**src/rtl/tpoc_pkg.sv**
```systemverilog
// ----------------------------------------------------------------------------
// tpoc_pkg
// Shared types, codes and Q16.16 constants of the three-position controller.
// ----------------------------------------------------------------------------
`default_nettype none

package tpoc_pkg;

    typedef enum logic [2:0] {
        MODE_OS   = 3'd0,
        MODE_MAN  = 3'd1,
        MODE_AUT  = 3'd2,
        MODE_CAS  = 3'd3,
        MODE_RCAS = 3'd4,
        MODE_ROUT = 3'd5
    } mode_t;

    localparam logic [2:0] REQ_KEEP = 3'd0;
    localparam logic [2:0] REQ_ROUT = 3'd6;

    localparam logic [1:0] PSW_NONE   = 2'd0;
    localparam logic [1:0] PSW_LOW    = 2'd1;
    localparam logic [1:0] PSW_HIGH   = 2'd2;
    localparam logic [1:0] PSW_PRESET = 2'd3;

    localparam logic [2:0] CFG_CONTROL_FLAGS      = 3'd0;
    localparam logic [2:0] CFG_DEADBAND           = 3'd1;
    localparam logic [2:0] CFG_HYSTERESIS_BAND    = 3'd2;
    localparam logic [2:0] CFG_SV_HIGH_LIMIT      = 3'd3;
    localparam logic [2:0] CFG_SV_LOW_LIMIT       = 3'd4;
    localparam logic [2:0] CFG_PRESET_OUTPUT      = 3'd5;
    localparam logic [2:0] CFG_OUTPUT_LOW_PRESET  = 3'd6;
    localparam logic [2:0] CFG_OUTPUT_HIGH_PRESET = 3'd7;

    localparam logic signed [31:0] Q_ZERO    = 32'sd0;
    localparam logic signed [31:0] Q_HALF    = 32'sd3276800;
    localparam logic signed [31:0] Q_FULL    = 32'sd6553600;
    localparam logic signed [31:0] Q_LOW_PIN = 32'sd1605632;
    localparam logic signed [31:0] Q_HI_PIN  = 32'sd4908646;

    localparam logic signed [31:0] S32_MAX = 32'sh7FFF_FFFF;
    localparam logic signed [31:0] S32_MIN = 32'sh8000_0000;

    typedef struct packed {
        logic               direct_action;
        logic               sp_track;
        logic [30:0]        deadband;
        logic [30:0]        hysteresis_band;
        logic signed [31:0] sv_high_limit;
        logic signed [31:0] sv_low_limit;
        logic signed [31:0] preset_output;
        logic signed [31:0] output_low_preset;
        logic signed [31:0] output_high_preset;
    } cfg_t;

    typedef struct packed {
        logic signed [31:0] process_value;
        logic               cascade_connected;
        logic signed [31:0] cascade_setpoint;
        logic signed [31:0] remote_setpoint;
        logic signed [31:0] remote_output;
        logic [1:0]         preset_switch;
        logic [2:0]         mode_request;
        logic               manual_write;
        logic signed [31:0] manual_value;
    } item_t;

    typedef struct packed {
        logic               open_pin;
        logic               close_pin;
        logic signed [31:0] output_value;
        logic signed [31:0] setpoint_value;
        mode_t              current_mode;
        logic               bad_flag;
    } result_t;

endpackage

`default_nettype wire

```
**src/rtl/tpoc_cfg.sv**
```systemverilog
// ----------------------------------------------------------------------------
// tpoc_cfg
// Configuration register file written through the plain write port.
// ----------------------------------------------------------------------------
`default_nettype none

module tpoc_cfg
    import tpoc_pkg::*;
(
    input  wire logic        clk,
    input  wire logic        rst_n,
    input  wire logic        cfg_write_en,
    input  wire logic [2:0]  cfg_index,
    input  wire logic [31:0] cfg_data,
    output cfg_t             cfg
);

    cfg_t cfg_reg;
    cfg_t cfg_next;

    always_comb
    begin
        cfg_next = cfg_reg;
        if (cfg_write_en)
        begin
            case (cfg_index)
                CFG_CONTROL_FLAGS:
                begin
                    cfg_next.direct_action = cfg_data[0];
                    cfg_next.sp_track      = cfg_data[1];
                end
                CFG_DEADBAND:           cfg_next.deadband           = cfg_data[30:0];
                CFG_HYSTERESIS_BAND:    cfg_next.hysteresis_band    = cfg_data[30:0];
                CFG_SV_HIGH_LIMIT:      cfg_next.sv_high_limit      = cfg_data;
                CFG_SV_LOW_LIMIT:       cfg_next.sv_low_limit       = cfg_data;
                CFG_PRESET_OUTPUT:      cfg_next.preset_output      = cfg_data;
                CFG_OUTPUT_LOW_PRESET:  cfg_next.output_low_preset  = cfg_data;
                CFG_OUTPUT_HIGH_PRESET: cfg_next.output_high_preset = cfg_data;
                default:                cfg_next = cfg_reg;
            endcase
        end
    end

    always_ff @(posedge clk or negedge rst_n)
    begin
        if (!rst_n)
        begin
            cfg_reg.direct_action      <= 1'b1;
            cfg_reg.sp_track           <= 1'b0;
            cfg_reg.deadband           <= '0;
            cfg_reg.hysteresis_band    <= '0;
            cfg_reg.sv_high_limit      <= Q_FULL;
            cfg_reg.sv_low_limit       <= Q_ZERO;
            cfg_reg.preset_output      <= Q_ZERO;
            cfg_reg.output_low_preset  <= Q_ZERO;
            cfg_reg.output_high_preset <= Q_FULL;
        end
        else
        begin
            cfg_reg <= cfg_next;
        end
    end

    assign cfg = cfg_reg;

endmodule

`default_nettype wire

```
**src/rtl/tpoc_core.sv**
```systemverilog
// ----------------------------------------------------------------------------
// tpoc_core
// Controller state and the one-pass step: mode, presets, setpoint, 3-level out.
// ----------------------------------------------------------------------------
`default_nettype none

module tpoc_core
    import tpoc_pkg::*;
(
    input  wire logic clk,
    input  wire logic rst_n,
    input  wire logic step_en,
    input  item_t     item,
    input  cfg_t      cfg,
    output result_t   result
);

    mode_t              mode_reg;
    mode_t              mode_next;
    logic signed [31:0] setpoint_reg;
    logic signed [31:0] setpoint_next;
    logic signed [31:0] output_reg;
    logic signed [31:0] output_next;
    logic signed [31:0] last_error_reg;
    logic signed [31:0] last_error_next;

    mode_t              mode_req;
    logic signed [31:0] sp_clamp;
    logic signed [32:0] diff;
    logic signed [31:0] err;
    logic signed [32:0] err_x;
    logic signed [32:0] db_x;
    logic signed [32:0] hy_x;
    logic signed [31:0] lvl_lo;
    logic signed [31:0] lvl_hi;
    logic signed [31:0] lvl;

    always_comb
    begin
        if (item.mode_request == REQ_KEEP)
            mode_req = mode_reg;
        else if (item.mode_request <= REQ_ROUT)
            mode_req = mode_t'(item.mode_request - 3'd1);
        else
            mode_req = MODE_OS;
    end

    // cascade clamp: low first, high wins on inverted limits
    always_comb
    begin
        sp_clamp = item.cascade_setpoint;
        if (sp_clamp < cfg.sv_low_limit)
            sp_clamp = cfg.sv_low_limit;
        if (sp_clamp > cfg.sv_high_limit)
            sp_clamp = cfg.sv_high_limit;
    end

    always_comb
    begin
        mode_next     = mode_req;
        setpoint_next = setpoint_reg;
        output_next   = output_reg;
        if (mode_req != MODE_OS)
        begin
            if (item.preset_switch != PSW_NONE)
            begin
                mode_next = MODE_MAN;
                case (item.preset_switch)
                    PSW_LOW:    output_next = cfg.output_low_preset;
                    PSW_HIGH:   output_next = cfg.output_high_preset;
                    PSW_PRESET: output_next = cfg.preset_output;
                    default:    output_next = output_reg;
                endcase
            end
            else if (item.manual_write && mode_req == MODE_MAN)
            begin
                output_next = item.manual_value;
            end
            if (mode_next == MODE_MAN && cfg.sp_track)
                setpoint_next = item.process_value;
            if (mode_next == MODE_RCAS)
                setpoint_next = item.remote_setpoint;
            if (mode_next == MODE_ROUT)
                output_next = item.remote_output;
            if (mode_next == MODE_CAS && item.cascade_connected)
                setpoint_next = sp_clamp;
        end
    end

    // saturated error against the updated setpoint
    always_comb
    begin
        diff = {item.process_value[31], item.process_value}
             - {setpoint_next[31], setpoint_next};
        if (diff[32] != diff[31])
            err = diff[32] ? S32_MIN : S32_MAX;
        else
            err = diff[31:0];
    end

    always_comb
    begin
        err_x = {err[31], err};
        db_x  = {2'b00, cfg.deadband};
        hy_x  = {2'b00, cfg.hysteresis_band};
        lvl_lo = cfg.direct_action ? Q_ZERO : Q_FULL;
        lvl_hi = cfg.direct_action ? Q_FULL : Q_ZERO;
        if (err >= last_error_reg)
        begin
            if (err_x < hy_x - db_x)
                lvl = lvl_lo;
            else if (err_x < db_x)
                lvl = Q_HALF;
            else
                lvl = lvl_hi;
        end
        else
        begin
            if (err_x > db_x - hy_x)
                lvl = lvl_hi;
            else if (err_x > -db_x)
                lvl = Q_HALF;
            else
                lvl = lvl_lo;
        end
    end

    logic               auto_mode;
    logic signed [31:0] output_fin;

    assign auto_mode = (mode_next != MODE_OS) && (mode_next != MODE_MAN)
                    && (mode_next != MODE_ROUT);
    assign output_fin      = auto_mode ? lvl : output_next;
    assign last_error_next = auto_mode ? err : last_error_reg;

    always_ff @(posedge clk or negedge rst_n)
    begin
        if (!rst_n)
        begin
            mode_reg       <= MODE_AUT;
            setpoint_reg   <= '0;
            output_reg     <= '0;
            last_error_reg <= '0;
        end
        else if (step_en)
        begin
            mode_reg       <= mode_next;
            setpoint_reg   <= setpoint_next;
            output_reg     <= output_fin;
            last_error_reg <= last_error_next;
        end
    end

    always_comb
    begin
        result.open_pin       = output_fin > Q_HI_PIN;
        result.close_pin      = output_fin <= Q_LOW_PIN;
        result.output_value   = output_fin;
        result.setpoint_value = setpoint_next;
        result.current_mode   = mode_next;
        result.bad_flag       = mode_next == MODE_OS;
    end

endmodule

`default_nettype wire

```
**src/rtl/three_position_onoff_controller_top.sv**
```systemverilog
// ----------------------------------------------------------------------------
// three_position_onoff_controller_top
// Three-position on/off controller with hysteresis, Q16.16 fixed point.
//
//   channel   direction  handshake              payload
//   in        sink       in_valid / in_stall    process sample and operator inputs
//   out       source     out_valid / out_stall  pins, output, setpoint, mode
//   cfg       sink       cfg_write_en           cfg_index, cfg_data
//
// Data path: input register, then the controller step into the result register.
// One transfer per cycle while out_stall stays low; state updates with the result.
// Reset loads the default configuration and AUT mode with zero state.
// out_stall holds the result register and backs up into in_stall.
// ----------------------------------------------------------------------------
`default_nettype none

module three_position_onoff_controller_top
    import tpoc_pkg::*;
(
    input  wire logic        clk,
    input  wire logic        rst_n,

    input  wire logic        in_valid,
    output logic             in_stall,
    input  wire logic [31:0] process_value,
    input  wire logic        cascade_connected,
    input  wire logic [31:0] cascade_setpoint,
    input  wire logic [31:0] remote_setpoint,
    input  wire logic [31:0] remote_output,
    input  wire logic [1:0]  preset_switch,
    input  wire logic [2:0]  mode_request,
    input  wire logic        manual_write,
    input  wire logic [31:0] manual_value,

    output logic             out_valid,
    input  wire logic        out_stall,
    output logic             open_pin,
    output logic             close_pin,
    output logic [31:0]      output_value,
    output logic [31:0]      setpoint_value,
    output logic [2:0]       current_mode,
    output logic             bad_flag,

    input  wire logic        cfg_write_en,
    input  wire logic [2:0]  cfg_index,
    input  wire logic [31:0] cfg_data
);

    cfg_t    cfg;
    item_t   item_reg;
    logic    item_valid_reg;
    logic    item_valid_next;
    result_t step_result;
    result_t result_reg;
    logic    out_valid_reg;
    logic    out_valid_next;
    logic    advance;
    logic    step_en;
    logic    in_xfer;

    tpoc_cfg u_cfg (
        .clk          (clk),
        .rst_n        (rst_n),
        .cfg_write_en (cfg_write_en),
        .cfg_index    (cfg_index),
        .cfg_data     (cfg_data),
        .cfg          (cfg)
    );

    tpoc_core u_core (
        .clk     (clk),
        .rst_n   (rst_n),
        .step_en (step_en),
        .item    (item_reg),
        .cfg     (cfg),
        .result  (step_result)
    );

    assign advance  = !out_valid_reg || !out_stall;
    assign step_en  = item_valid_reg && advance;
    assign in_stall = item_valid_reg && !advance;
    assign in_xfer  = in_valid && !in_stall;

    always_comb
    begin
        if (in_xfer)
            item_valid_next = 1'b1;
        else if (step_en)
            item_valid_next = 1'b0;
        else
            item_valid_next = item_valid_reg;

        if (step_en)
            out_valid_next = 1'b1;
        else
            out_valid_next = out_valid_reg && out_stall;
    end

    always_ff @(posedge clk or negedge rst_n)
    begin
        if (!rst_n)
        begin
            item_valid_reg <= 1'b0;
            out_valid_reg  <= 1'b0;
        end
        else
        begin
            item_valid_reg <= item_valid_next;
            out_valid_reg  <= out_valid_next;
        end
    end

    always_ff @(posedge clk)
    begin
        if (in_xfer)
        begin
            item_reg.process_value     <= process_value;
            item_reg.cascade_connected <= cascade_connected;
            item_reg.cascade_setpoint  <= cascade_setpoint;
            item_reg.remote_setpoint   <= remote_setpoint;
            item_reg.remote_output     <= remote_output;
            item_reg.preset_switch     <= preset_switch;
            item_reg.mode_request      <= mode_request;
            item_reg.manual_write      <= manual_write;
            item_reg.manual_value      <= manual_value;
        end
        if (step_en)
            result_reg <= step_result;
    end

    assign out_valid      = out_valid_reg;
    assign open_pin       = result_reg.open_pin;
    assign close_pin      = result_reg.close_pin;
    assign output_value   = result_reg.output_value;
    assign setpoint_value = result_reg.setpoint_value;
    assign current_mode   = result_reg.current_mode;
    assign bad_flag       = result_reg.bad_flag;

`ifndef NO_ASSERTIONS
    a_stall_needs_item: assert property (@(posedge clk) disable iff (!rst_n)
        !item_valid_reg |-> !in_stall)
        else $error("in_stall raised with empty input register");

    a_pins_exclusive: assert property (@(posedge clk) disable iff (!rst_n)
        out_valid |-> !(open_pin && close_pin))
        else $error("open and close pins both active");

    a_bad_tracks_mode: assert property (@(posedge clk) disable iff (!rst_n)
        out_valid |-> (bad_flag == (current_mode == MODE_OS)))
        else $error("bad_flag disagrees with mode");

    a_step_fills_output: assert property (@(posedge clk) disable iff (!rst_n)
        step_en |=> out_valid)
        else $error("step did not produce a result");
`endif

endmodule

`default_nettype wire

```
**config.mk**
```make
export PLATFORM = sky130hd
export DESIGN_NAME = three_position_onoff_controller_top
export DESIGN_NICKNAME = d
export VERILOG_FILES = /design/src/rtl/tpoc_pkg.sv /design/src/rtl/tpoc_cfg.sv /design/src/rtl/tpoc_core.sv /design/src/rtl/three_position_onoff_controller_top.sv
export SDC_FILE = /design/constraint.sdc
export NUM_CORES = 1
export LEC_CHECK = 0
export ABC_AREA = 1
export BUFFER_PORTS_ARGS = -buffer_cell sky130_fd_sc_hd__buf_2
export CORE_UTILIZATION = 66
export DETAILED_ROUTE_END_ITERATION = 6
export GPL_TIMING_DRIVEN = 0
export PLACE_DENSITY_LB_ADDON = 0.1
export SETUP_SLACK_MARGIN = 0.05
export SLEW_MARGIN = 20
export SYNTH_ARGS = -nofsm -noshare
export SYNTH_HDL_FRONTEND = slang
export SYNTH_SLANG_ARGS = --single-unit
```
**constraint.sdc**
```tcl
create_clock -name clk -period 25.5 [get_ports clk]
set_clock_uncertainty 0.15 [all_clocks]
set_input_delay 7.65 -clock clk [delete_from_list [all_inputs] [get_ports clk]]
set_output_delay 7.65 -clock clk [all_outputs]
set_load 0.02 [all_outputs]
```
## Yosys cells after proc, flatten, opt, wreduce, memory -nomap -nowiden

Index checks and enable logic that the tools add are counted.

| storage, ports and cells | value |
|---|---|
| bits in registers | 562 |
| input bits | 207 |

| cells by class | value |
|---|---|
| $add $sub $neg | 5 |
| $lt $le $gt $ge | 10 |
| eq/ne operators | 18 |
| muxes and demuxes | 29 |
| reduce and logical (&&, ||, !) cells | 30 |

Operators by type and width:

| operator | count |
|---|---|
| 2-to-1 mux 32 bit | 18 |
| < comparator 32 bit | 3 |
| one-hot mux 32 bit (3 select lines) | 1 |
| greater-than comparator 32 bit | 2 |
| subtractor 31 x 31 -> 32 bit | 2 |
| 2-to-1 mux 23 bit | 2 |
| greater-than comparator 32 x 33 -> 1 bit | 1 |
| negation 31 -> 33 bit | 1 |
| subtractor 32 x 32 -> 33 bit | 1 |
| >= comparator 32 bit | 1 |
| greater-than comparator 32 x 24 -> 1 bit, second input constant | 1 |
| less-or-equal comparator 32 x 22 -> 1 bit, second input constant | 1 |
| equality test 3 bit, second input constant | 6 |
| AND reduction 2 bit | 9 |
| 2-to-1 mux 3 bit | 5 |
| equality test 3 x 1 -> 1 bit, second input constant | 3 |
| equality test 3 x 2 -> 1 bit, second input constant | 3 |
| logical AND 1 bit | 9 |
| logical NOT 3 bit | 3 |
| nonzero test 3 bit | 2 |
| equality test 2 bit, second input constant | 2 |
| logical NOT 1 bit | 4 |
| nonzero test 2 bit | 2 |
| less-or-equal comparator 3 bit, second input constant | 1 |
| other kinds (7) | 9 |

## Longest topological paths before layout

| logic depth | value |
|---|---|
| depth in word-level cells | 20 |
| gate-level depth with buffers | 82 |

## Modules after synthesis

Synthesis repeated with hierarchy kept, for this count alone.

| unflattened totals | value |
|---|---|
| cell total of the unflattened synthesis | 4720 |
| area, all modules | 36486.2 um2 |

Modules (own cells, without submodules):

| module | times used | cells an instance | area each (um2) |
|---|---|---|---|
| tpoc_core | 1 | 3494 | 20658.6 |
| tpoc_cfg | 1 | 977 | 8615.8 |
| three_position_onoff_controller_top | 1 | 249 | 7211.9 |

## Worst setup path before layout

No wires, ideal clock.

| timing | value |
|---|---|
| kind | in2out |
| start point | input out_stall |
| end point | output in_stall |
| arrival time | 8.032 ns |
| slack | 9.668 ns |
| stages on the path | 2 |
| cell sequence | nand2_1 > nor2_1 |

| on the way | value |
|---|---|
| word-level cells in the longest chain between the ends | 4 |

Ends and longest elaborated chain:

| what | RTL line | source |
|---|---|---|
| from (decl) | three_position_onoff_controller_top.sv:36 | `input wire logic out_stall,` |
| logical NOT 1 bit | three_position_onoff_controller_top.sv:79 | `assign advance = !out_valid_reg \|\| !out_stall;` |
| logical OR 1 bit | three_position_onoff_controller_top.sv:79 |  |
| logical NOT 1 bit | three_position_onoff_controller_top.sv:81 | `assign in_stall = item_valid_reg && !advance;` |
| logical AND 1 bit | three_position_onoff_controller_top.sv:81 |  |
| to (decl) | three_position_onoff_controller_top.sv:24 | `output logic in_stall,` |

Every way passes these cells.

## Worst setup path after layout

Ends and elaborated chain as after synthesis.

==> summary.txt <==
Status: completed
Ys Warns: 0
DR vias: 33300
CP max stage cell: buf_2
H-tree lvl count: 2
Clock-pin slew on the worst setup and hold paths: 0.06 ns
Placed Instances: 5475
Cell mode on critical path: buf_2
Top cells by area, synth: dfrtp_1, edfxtp_1, nand2_1
Final hold violations: 0
Final core occ: 0.749
Core ar.: 0.0537 mm2
Max FFs per register: 224
Synth Register Bits: 562
Post-DP HPWL: 91400 um
Max-cap check violation count: 0
Footprint of the multi-input gates: 0.0176 mm2
Syn-to-layout area delta: 12.2%
Synth Flop Type: dfrtp_1
Yosys top cell area share: 0.221
Routed wl met2: 52800 um
Routed len/inst: 20.9 um
Number of remaining DRC errors: 0
CP startpoint kind: input pin
I/O pin total: 279
Via-per-instance ratio: 5.96
Drt total wl: 117000 um
Hold Crit Class: flop to flop
Clock Latency Late Sink: 0.66 ns
First-pass GRT wire length: 177000 um
Gr usage total: 0.418
Share of post-route cells with drive strength above 1: 0.0982
R2r worst-path depth: 70
Distinct cell type count after synthesis: 59
Synth async-reset ratio: 0.578
Clock sinks: 562
Die Area: 0.0553 mm2
Peak supply drop: 0.000118 V
Congestion Overflow GR: 0
Mapped Area: 0.0358 mm2
Delay-heaviest family, CP: buffers and inverters
Metal1 wirelength: 45200 um
RSZ-0062 raised after global routing: no
Relative slew margins: 0.294
CTS tree: yes
Leak: 19.6 nW
Post-CTS Setup Bufs: 0
Chip height: 235 um
Largest net degree at the start of global routing: 99
Measured slew at the worst slew-check pin: 1.05 ns
Pre-antenna DRT Iters: 6
Initial DRC Count: 3541
Cell taking the most area after synthesis: dfrtp_1
Final setup fails: 0
Post-synth EDFFs: 237
Syn nets: 5027
GPL Wtd Cong: 1.02
Initial antenna violation count: 7
Starting density of the core: 0.667
WP buf/inv: 2
Final min period: 15.90 ns
Layout Nets: 5369
Critical path depth: 4
Fmax: 0.0629 GHz
Top sig layer: met5
Dpl ws: 9.59 ns
Syn avg cell area: 7.97 um2
Seq/Total Area, Yosys: 0.426
Input/output buffers: 278
Worst Path Arrival: 8.10 ns
PD cells: 151 mW/mm2
Register area: 0.0153 mm2
CP peak stage delay: 0.18 ns
Max Root-Sink Buffers: 3
Final WS setup: 9.60 ns
Largest fanout on the critical path: 3
Clk root buf: clkbuf_16
Cells along the critical path: buf_2 -> nand2_1 -> nor2_1 -> buf_2
CP Capture Type: output pin
# hold bufs at CTS: 0
Die Wd: 235 um
TritonCTS Buffers: 57
Row cnt: 85
Routed length on met3: 11700 um
Crit Path Class: input pin to output pin
CTS resizes: 0
Post-Layout Cell Count: 5586
Tcrit/Tclk final: 0.624
Syn Inst Count: 4496
Routed Antenna Nets: 0
Vias in the first global route: 31900
Hold Path Depth: 2
Setup TNS: 0 ns
Critical path required time: 17.70 ns
Max-slew violations: 0
Filler instances: 4075
==> worst reg2reg max path: cells and delay by family (launching register included) <==
family | cells | cell delay, ns
buffers and inverters | 10 | 2.22
xor gates and xnor gates | 1 | 0.24
AOI/OAI and AO/OA | 9 | 1.90
DFF | 1 | 0.46
and+or+nand+nor | 45 | 6.15
adders and majority gates | 5 | 1.63
==> per-stage QoR <==
stage          hold slack (ns)  power (mW)  instance area (um2)
2_1_floorplan            0.296        3.95                35800
3_3_place_gp             0.307        4.94                38100
3_5_place_dp             0.318        5.08                38300
4_1_cts                  0.328        5.96                40200
5_1_grt                  0.344        6.58                40200
6_report                 0.324        6.07                40200
==> kinds of logic after synthesis <==
logic type / share of synthesized area
simple gates: 0.218
compound gates: 0.137
buf+inv: 0.0831
flops: 0.426
fa+ha+maj: 0.114
xor+xnor: 0.0220
==> area by class of cell <==
type,count,area share
inverters,605,0.0567
multi-input cells,3171,0.438
clock inverters,31,0.00905
diodes,4,0.000249
repair buffers,283,0.0383
clock buffers,76,0.0390
flip-flops and latches,562,0.379
plain buffers,158,0.0177
well taps,696,0.0217
==> cell usage after synthesis, types with 3 or more instances <==
master	instances
nand2_1	1172
inv_1	594
o21ai_0	491
ha_1	321
dfrtp_1	317
nor2_1	272
a21oi_1	257
edfxtp_1	237
nand3_1	208
clkbuf_1	118
xor2_1	78
nand3b_1	45
a31oi_1	44
o211ai_1	36
and2_1	33
nor3_1	31
nand4_1	28
buf_2	21
o21a_1	17
o21ai_1	17
nor4_1	12
xnor2_1	12
nand2_2	11
a21o_1	9
buf_6	9
dfstp_2	8
inv_2	8
or2_2	8
nor2_2	7
o2111ai_1	7
buf_4	6
a211oi_1	5
nor2_4	5
a221oi_1	4
buf_1	4
o221ai_1	4
a21boi_0	3
clkinv_1	3
fa_1	3
nand3_2	3
o21ai_2	3
==> report_power, final <==
| group | total, mW | leakage (nW) | internal [mW] | switching, mW |
|---|---|---|---|---|
| combinational | 3.92 | 12.4 | 1.31 | 2.61 |
| sequential | 1.28 | 6.35 | 1.15 | 0.132 |
| clock | 0.865 | 0.930 | 0.488 | 0.377 |
==> worst paths after layout <==
check | from | endpoint | slack [ns]
max | out_stall | in_stall | 9.60
min | item_valid_reg | out_valid | 0.32
max reg2reg | item_reg[103] | open_pin | 12.64
min reg2reg | item_valid_reg | out_valid | 0.32
max in group asynchronous | rst_n | u_cfg.cfg[130] | 16.96
min in group asynchronous | rst_n | u_cfg.cfg[197] | 6.89
==> cells in the final DEF, fill, tap and decap left out, drive strengths merged, types with 46 or more instances in the layout <==
master     n
nand2   1183
inv      605
o21ai    511
buf      323
ha       321
dfrtp    317
nor2     284
a21oi    257
edfxtp   237
nand3    212
clkbuf   194
xor2      78
a31oi     46
==> routing by layer <==
| metal | global-route usage | vias to the layer above |
|---|---|---|
| li1 | - | 15500 |
| met1 | 0.543 | 15600 |
| met2 | 0.669 | 1851 |
| met3 | 0.0739 | 375 |
| met4 | 0.228 | 6 |
| met5 | 0 | - |
No activity file was read; power rests on OpenSTA's default activity.
